`src/rtl/esot_pkg.sv`:
```
`default_nettype none
package esot_pkg;

	localparam int TABLE_DEPTH_DEF = 64;

	localparam logic [1:0] MODE_INSERT = 2'd0;
	localparam logic [1:0] MODE_REMOVE = 2'd1;
	localparam logic [1:0] MODE_QUERY  = 2'd2;

	// one table entry as stored in the memory
	typedef struct packed {
		logic               valid;
		logic [15:0]        key;
		logic signed [15:0] pos_x;
		logic signed [15:0] pos_y;
		logic signed [15:0] pos_z;
		logic [15:0]        radius;
		logic [31:0]        types;
	} entry_t;

	// one accepted request
	typedef struct packed {
		logic [1:0]         mode;
		logic [15:0]        entity_id;
		logic signed [15:0] pos_x;
		logic signed [15:0] pos_y;
		logic signed [15:0] pos_z;
		logic [15:0]        radius;
		logic [31:0]        type_mask;
	} cmd_t;

	// scan status toward the sequencer
	typedef struct packed {
		logic busy;
		logic hit;
		logic key_found;
		logic free_found;
	} scan_stat_t;

endpackage
`default_nettype wire

```
`src/rtl/esot_scan.sv`:
```
`default_nettype none
module esot_scan #(
	parameter int AW = 6
) (
	input  wire logic             clk,
	input  wire logic             arst_n,
	input  wire logic             start,
	input  wire logic             issue,
	input  wire logic [AW-1:0]    issue_idx,
	input  wire esot_pkg::cmd_t   cmd,
	input  wire esot_pkg::entry_t rd_data,
	output esot_pkg::scan_stat_t  stat,
	output logic [AW-1:0]         key_idx,
	output logic [AW-1:0]         free_idx
);

	logic            s1_vld;
	logic [AW-1:0]   idx_s1;

	logic            hv_s2;
	logic [15:0]     ax_s2, ay_s2, az_s2;
	logic [16:0]     rsum_s2;

	logic            hv_s3;
	logic [31:0]     sqx_s3, sqy_s3, sqz_s3;
	logic [33:0]     r2_s3;

	logic            hit_q, key_found_q, free_found_q;
	logic [AW-1:0]   key_idx_q, free_idx_q;

	logic signed [16:0] dx, dy, dz;
	logic [16:0]        mx, my, mz;
	logic               qual;
	logic [33:0]        d2;

	always_comb begin
		dx = {rd_data.pos_x[15], rd_data.pos_x} - {cmd.pos_x[15], cmd.pos_x};
		dy = {rd_data.pos_y[15], rd_data.pos_y} - {cmd.pos_y[15], cmd.pos_y};
		dz = {rd_data.pos_z[15], rd_data.pos_z} - {cmd.pos_z[15], cmd.pos_z};
		mx = dx[16] ? 17'(-dx) : 17'(dx);
		my = dy[16] ? 17'(-dy) : 17'(dy);
		mz = dz[16] ? 17'(-dz) : 17'(dz);
		qual = s1_vld && rd_data.valid && (cmd.mode == esot_pkg::MODE_QUERY)
			&& ((rd_data.types & cmd.type_mask) != 32'd0);
		d2 = 34'(sqx_s3) + 34'(sqy_s3) + 34'(sqz_s3);
	end

	always_ff @(posedge clk or negedge arst_n) begin
		if (!arst_n) begin
			s1_vld <= 1'b0;
			hv_s2  <= 1'b0;
			hv_s3  <= 1'b0;
		end else begin
			s1_vld <= issue;
			hv_s2  <= qual;
			hv_s3  <= hv_s2;
		end
	end

	// payload stages, |diff| fits 16 bits
	always_ff @(posedge clk) begin
		idx_s1  <= issue_idx;
		ax_s2   <= mx[15:0];
		ay_s2   <= my[15:0];
		az_s2   <= mz[15:0];
		rsum_s2 <= {1'b0, rd_data.radius} + {1'b0, cmd.radius};
		sqx_s3  <= 32'(ax_s2) * 32'(ax_s2);
		sqy_s3  <= 32'(ay_s2) * 32'(ay_s2);
		sqz_s3  <= 32'(az_s2) * 32'(az_s2);
		r2_s3   <= 34'(rsum_s2) * 34'(rsum_s2);
	end

	// indices arrive in ascending order, so the first match is the lowest
	always_ff @(posedge clk or negedge arst_n) begin
		if (!arst_n) begin
			hit_q        <= 1'b0;
			key_found_q  <= 1'b0;
			free_found_q <= 1'b0;
		end else if (start) begin
			hit_q        <= 1'b0;
			key_found_q  <= 1'b0;
			free_found_q <= 1'b0;
		end else begin
			if (hv_s3 && (d2 < r2_s3)) begin
				hit_q <= 1'b1;
			end
			if (s1_vld && rd_data.valid && (rd_data.key == cmd.entity_id) && !key_found_q) begin
				key_found_q <= 1'b1;
			end
			if (s1_vld && !rd_data.valid && !free_found_q) begin
				free_found_q <= 1'b1;
			end
		end
	end

	always_ff @(posedge clk) begin
		if (s1_vld && rd_data.valid && (rd_data.key == cmd.entity_id) && !key_found_q) begin
			key_idx_q <= idx_s1;
		end
		if (s1_vld && !rd_data.valid && !free_found_q) begin
			free_idx_q <= idx_s1;
		end
	end

	assign stat.busy       = s1_vld | hv_s2 | hv_s3;
	assign stat.hit        = hit_q;
	assign stat.key_found  = key_found_q;
	assign stat.free_found = free_found_q;
	assign key_idx         = key_idx_q;
	assign free_idx        = free_idx_q;

endmodule
`default_nettype wire

```
`config.mk`:
```
export PLATFORM = sky130hd
export DESIGN_NAME = esot_scan
export DESIGN_NICKNAME = d
export VERILOG_FILES = /design/src/rtl/esot_pkg.sv /design/src/rtl/esot_scan.sv
export SDC_FILE = /design/constraint.sdc
export NUM_CORES = 2
export LEC_CHECK = 0
export BUFFER_PORTS_ARGS = -buffer_cell sky130_fd_sc_hd__buf_2
export CAP_MARGIN = 10
export CORE_MARGIN = 2
export CORE_UTILIZATION = 64
export DETAILED_ROUTE_END_ITERATION = 8
export PLACE_DENSITY = 0.85
export SYNTH_ARGS = -nofsm -noshare
export SYNTH_HDL_FRONTEND = slang
export SYNTH_SLANG_ARGS = --single-unit
export TNS_END_PERCENT = 10
```
`constraint.sdc`:
```
create_clock -name clk -period 8.6 [get_ports clk]
set_clock_uncertainty 0.15 [all_clocks]
set_input_delay 1.29 -clock clk [delete_from_list [all_inputs] [get_ports clk]]
set_output_delay 1.29 -clock clk [all_outputs]
set_load 0.02 [all_outputs]
```
After elaboration in Yosys (flattened, before gate mapping). Cells that the tools add are included.

Add/subtract/negate cells: 9. Multipliers: 4. $lt $le $gt $ge: 1. Equality and inequality tests: 2. Multiplexer cells: 9. Bitwise operators: 3. Reductions and logical operators: 15.

Operators with widths (count): $mul 16x16->32 (3); $sub 16x16->17 (3); $mux 16 (3); $neg 16->16 (3); $add 33x32->34 (1); $lt 34x34->1 (1); $mul 17x17->34 (1); $add 32x32->33 (1); $and 32x32->32 (1); $reduce_bool 32->1 (1); $add 16x16->17 (1); $eq 16x16->1 (1); $logic_and 1x1->1 (8); $mux 1 (6); $reduce_bool 2->1 (3); $logic_not 1->1 (3); $eq 2x2->1 const B (1); $or 1x1->1 (2).

Register bits: 219. Bits of input ports: 237. Output and inout bits: 16. Word-level logic and storage cells: 60.

Longest topological paths before layout.
Word-level depth: 6. Gate-level depth with buffers: 26.

Least setup slack after synthesis. No wires, ideal clock.

Path kind: flip-flop to flip-flop. Start point: register az_s2[6]. End point: register sqz_s3[31]. Arrival time: 6.159 ns. Data required time: 8.378 ns. Slack: 2.219 ns. Cell stages (with the launch flop): 21. Cell sequence: dfxtp_1 > clkbuf_1 > nand2_1 > fa_1 > fa_1 > fa_1 > fa_1 > fa_1 > fa_1 > inv_1 > ha_1 > a21o_1 > a211o_1 > a211oi_1 > o2111ai_1 > nand3_1 > nand2_1 > o41ai_1 > o2111ai_1 > a21oi_1 > xnor2_1.

Cells in the longest elaborated chain, start to end: 1.

RTL lines: start, declared (RTL line esot_scan.sv:21) `logic [15:0] ax_s2, ay_s2, az_s2;`; start signal, assigned (RTL line esot_scan.sv:65) `az_s2 <= mz[15:0];`; $mul 16x16->32 (RTL line esot_scan.sv:69) `sqz_s3 <= 32'(az_s2) * 32'(az_s2);`; end signal, assigned (RTL line esot_scan.sv:69); end, declared (RTL line esot_scan.sv:25) `logic [31:0] sqx_s3, sqy_s3, sqz_s3;`.

No other way between the ends. A chain may end at the register's enable or synchronous reset.

Worst setup path after layout.
Start point: register az_s2[2]. End point: register sqz_s3[31].

Same word-level chain as after synthesis.

==> results.md <==
- Largest net degree at the start of global routing: 20
- Library cells used by synthesis: 80
- Total number of placement rows: 92
- Number of enable flip-flop cells after synthesis: 12
- Hold buffer count at CTS: 0
- Setup fix buffers added after clock tree synthesis: 0
- Critical path launch point type: register
- Maximum root-to-sink buffer count: 3
- Die outline height: 256 um
- Syn avg cell area: 9.16 um^2
- Critical-path maximum fanout: 17
- Crit Path Class: reg -> reg
- Vias per cell: 5.53
- Grt total ovfl: 0
- Hold Fails Final Rpt: 0
- Share of final-layout standard cells stronger than drive strength 1: 7.23%
- Post-synthesis to final-layout area growth: 7.29%
- Seq/Total Area, Yosys: 10.9%
- Iter 0 DRT Violations: 1664
- Final setup vio count: 0
- Total of cells resized after clock tree synthesis: 0
- H-tree depth: 1
- Share of synthesized flip-flops with an asynchronous set or reset: 2.79%
- Wirelength per Cell: 16.4 um
- Yosys warning total: 0
- Area of the mapped netlist: 40800 um^2
- Quantity of I/O buffers inserted on ports: 252
- Die Wd: 256 um
- Unrepaired setup endpoints after global routing: false
- Remaining routing DRC violations: 0
- Area taken by multi-input logic gates: 32000 um^2
- Max-slew violations: 0
- Clock transition at the registers of the reported paths: 60 ps
- Detailed placer's ending HPWL: 75200 um
- Kind of end point of the critical path: register
- Effective utilization at floorplan: 64.7%
- Clock sink count: 215
- Transition at the pin with the smallest max-transition slack: 1040 ps
- Max Cap Violations: 0
- Via count of the first global-routing pass: 33073
- Cell at the root of the clock tree: clkbuf_16
- Number of iterations in the first detailed-routing pass: 5
- Data required time of the critical path: 8960 ps
- Wire length after detailed routing: 90300 um
- Register area: 4450 um^2
- Antenna violations before repair: 2
- HP Class: reg -> reg
- Number of nets in the final layout: 6145
- TritonCTS clock tree: yes
- I/O pin cnt: 253
- Global-route wire length before repair: 154000 um
- Flip-flop and latch count after synthesis: 215
- Result of the run: finished clean
- Minimum clock period: 7120 ps
- Fill cell instance count of the final layout: 4655
- Max Fclk: 140 MHz
- Fraction of the cycle the final worst path needs: 82.8%
- Via count: 30509
- Gate Count Post-Synth: 4449
- Routed Antenna Nets: 0
- Area of the placeable core: 63000 um^2
- Final weighted congestion in routability-driven placement: 0.915
- Area enclosed by the die boundary: 65700 um^2
- Signal arrival time at the worst endpoint: 7480 ps
- Relative slew slack: 28.7%
- Predominant post-synthesis flop cell: dfxtp_1
- Total clock buffers created by CTS: 27
- Fin Setup TNS: 0 ps
- Worst-skew pair later-pin latency: 590 ps
- Global Route Usage Sum: 28.5%
## state kept, by name (all words and copies together) (netlist names), 6 cells and up
register,count
key_idx,6
rsum_s2,17
sqz_s3,31
ay_s2,16
r2_s3,33
sqy_s3,31
az_s2,16
idx_s1,6
ax_s2,16
free_idx,6
sqx_s3,31
## synthesized netlist by cell type, types with 45 or more instances
master	number	area [um^2]
clkbuf_1	75	282
and2_1	187	1170
xnor2_1	197	1730
xor2_1	66	578
nand2_1	361	1360
nor2b_1	45	282
inv_1	1064	3990
a21o_1	75	563
fa_1	718	14400
ha_1	537	6720
o21ai_0	98	490
dfxtp_1	197	3940
a21oi_1	170	851
nor2_1	199	747
## final timing paths
path | startpoint | end | slack (ps) | cells after the start
min in group asynchronous | arst_n | free_found_q | 380 | 1
hold / removal | hv_s2 | hv_s3 | 240 | 0
hold reg to reg | hv_s2 | hv_s3 | 240 | 0
setup / recovery | az_s2[2] | sqz_s3[31] | 1480 | 21
setup reg to reg | az_s2[2] | sqz_s3[31] | 1480 | 21
max in group asynchronous | arst_n | hit_q | 7780 | 1
## per-stage QoR
step | instance area (um^2) | hold slack, ps | cells | utilization (%) | setup slack, ps
floorplan | 40800 | 198 | 4450 | - | 2220
global placement | 42800 | 210 | 5469 | 67.9 | 1600
detailed placement | 42800 | 224 | 5469 | 67.9 | 1490
CTS | 43700 | 237 | 5517 | 69.4 | 1470
global route | 43700 | 250 | 5520 | 69.5 | 1190
finish | 43700 | 237 | 5520 | 69.5 | 1480
## kinds of logic after synthesis
family	share of synthesized area, %
AOI/OAI and AO/OA	9.10
adders and majority gates	51.7
muxes	0.215
DFF	10.9
and+or+nand+nor	11.7
other	0.0184
buffers and inverters	10.6
xor gates and xnor gates	5.69
## cells in the final DEF (no fill, tap or decap), types with 10 or more instances in the layout
cell type | netlist | layout
a221oi_1 | 10 | 10
inv_1 | 1064 | 1064
a21o_1 | 75 | 75
o21bai_1 | 22 | 22
o21ai_0 | 98 | 98
or3_1 | 10 | 10
o21a_1 | 35 | 35
and2_1 | 187 | 187
dfxtp_1 | 197 | 197
fa_1 | 718 | 718
nand2_1 | 361 | 361
nor2_1 | 199 | 199
nand4_1 | 20 | 20
nor2b_1 | 45 | 45
and3_1 | 23 | 23
o31ai_1 | 15 | 15
a21oi_1 | 170 | 170
nor3_1 | 39 | 39
ha_1 | 537 | 537
buf_2 | 1 | 252
xor2_1 | 66 | 66
clkbuf_16 | 0 | 28
a211oi_1 | 16 | 16
a21boi_0 | 13 | 13
o2111ai_1 | 10 | 10
or2_2 | 17 | 17
a31oi_1 | 13 | 13
o211ai_1 | 12 | 12
nand3_1 | 35 | 35
nand2b_1 | 29 | 29
xnor2_1 | 197 | 197
edfxtp_1 | 12 | 12
## layout make-up
type	instances	area share, %
Tap cell	846	2.42
Clock buffer	35	1.73
Clock inverter	13	0.429
Multi-Input combinational cell	3091	73.2
Antenna cell	2	0.0114
Sequential cell	215	10.2
Inverter	1065	9.14
Timing Repair Buffer	253	2.90
## metal layers
layer	vias up	share of wire, %	global-route usage, %
met5	-	0	0
met4	0	3.9	11.5
met3	277	5.6	3.57
met2	1007	51	51.6
met1	14996	39	34.4
li1	14229	-	-
## critical path, cell delays in order (launching register included)
cell	delay, ps
dfxtp_1	760
nand2_1	250
fa_1	560
fa_1	570
inv_1	60
fa_1	480
fa_1	420
inv_1	80
fa_1	430
fa_1	490
inv_1	40
ha_1	330
a21o_1	180
a211o_1	320
a211oi_1	310
o2111ai_1	240
nand3_1	170
nand2_1	90
o41ai_1	570
o2111ai_1	210
a21oi_1	200
xnor2_1	130
Power is left out: the tool's default activity adds up to more than one toggle a clock period on the data nets, which glitch-free logic cannot reach.
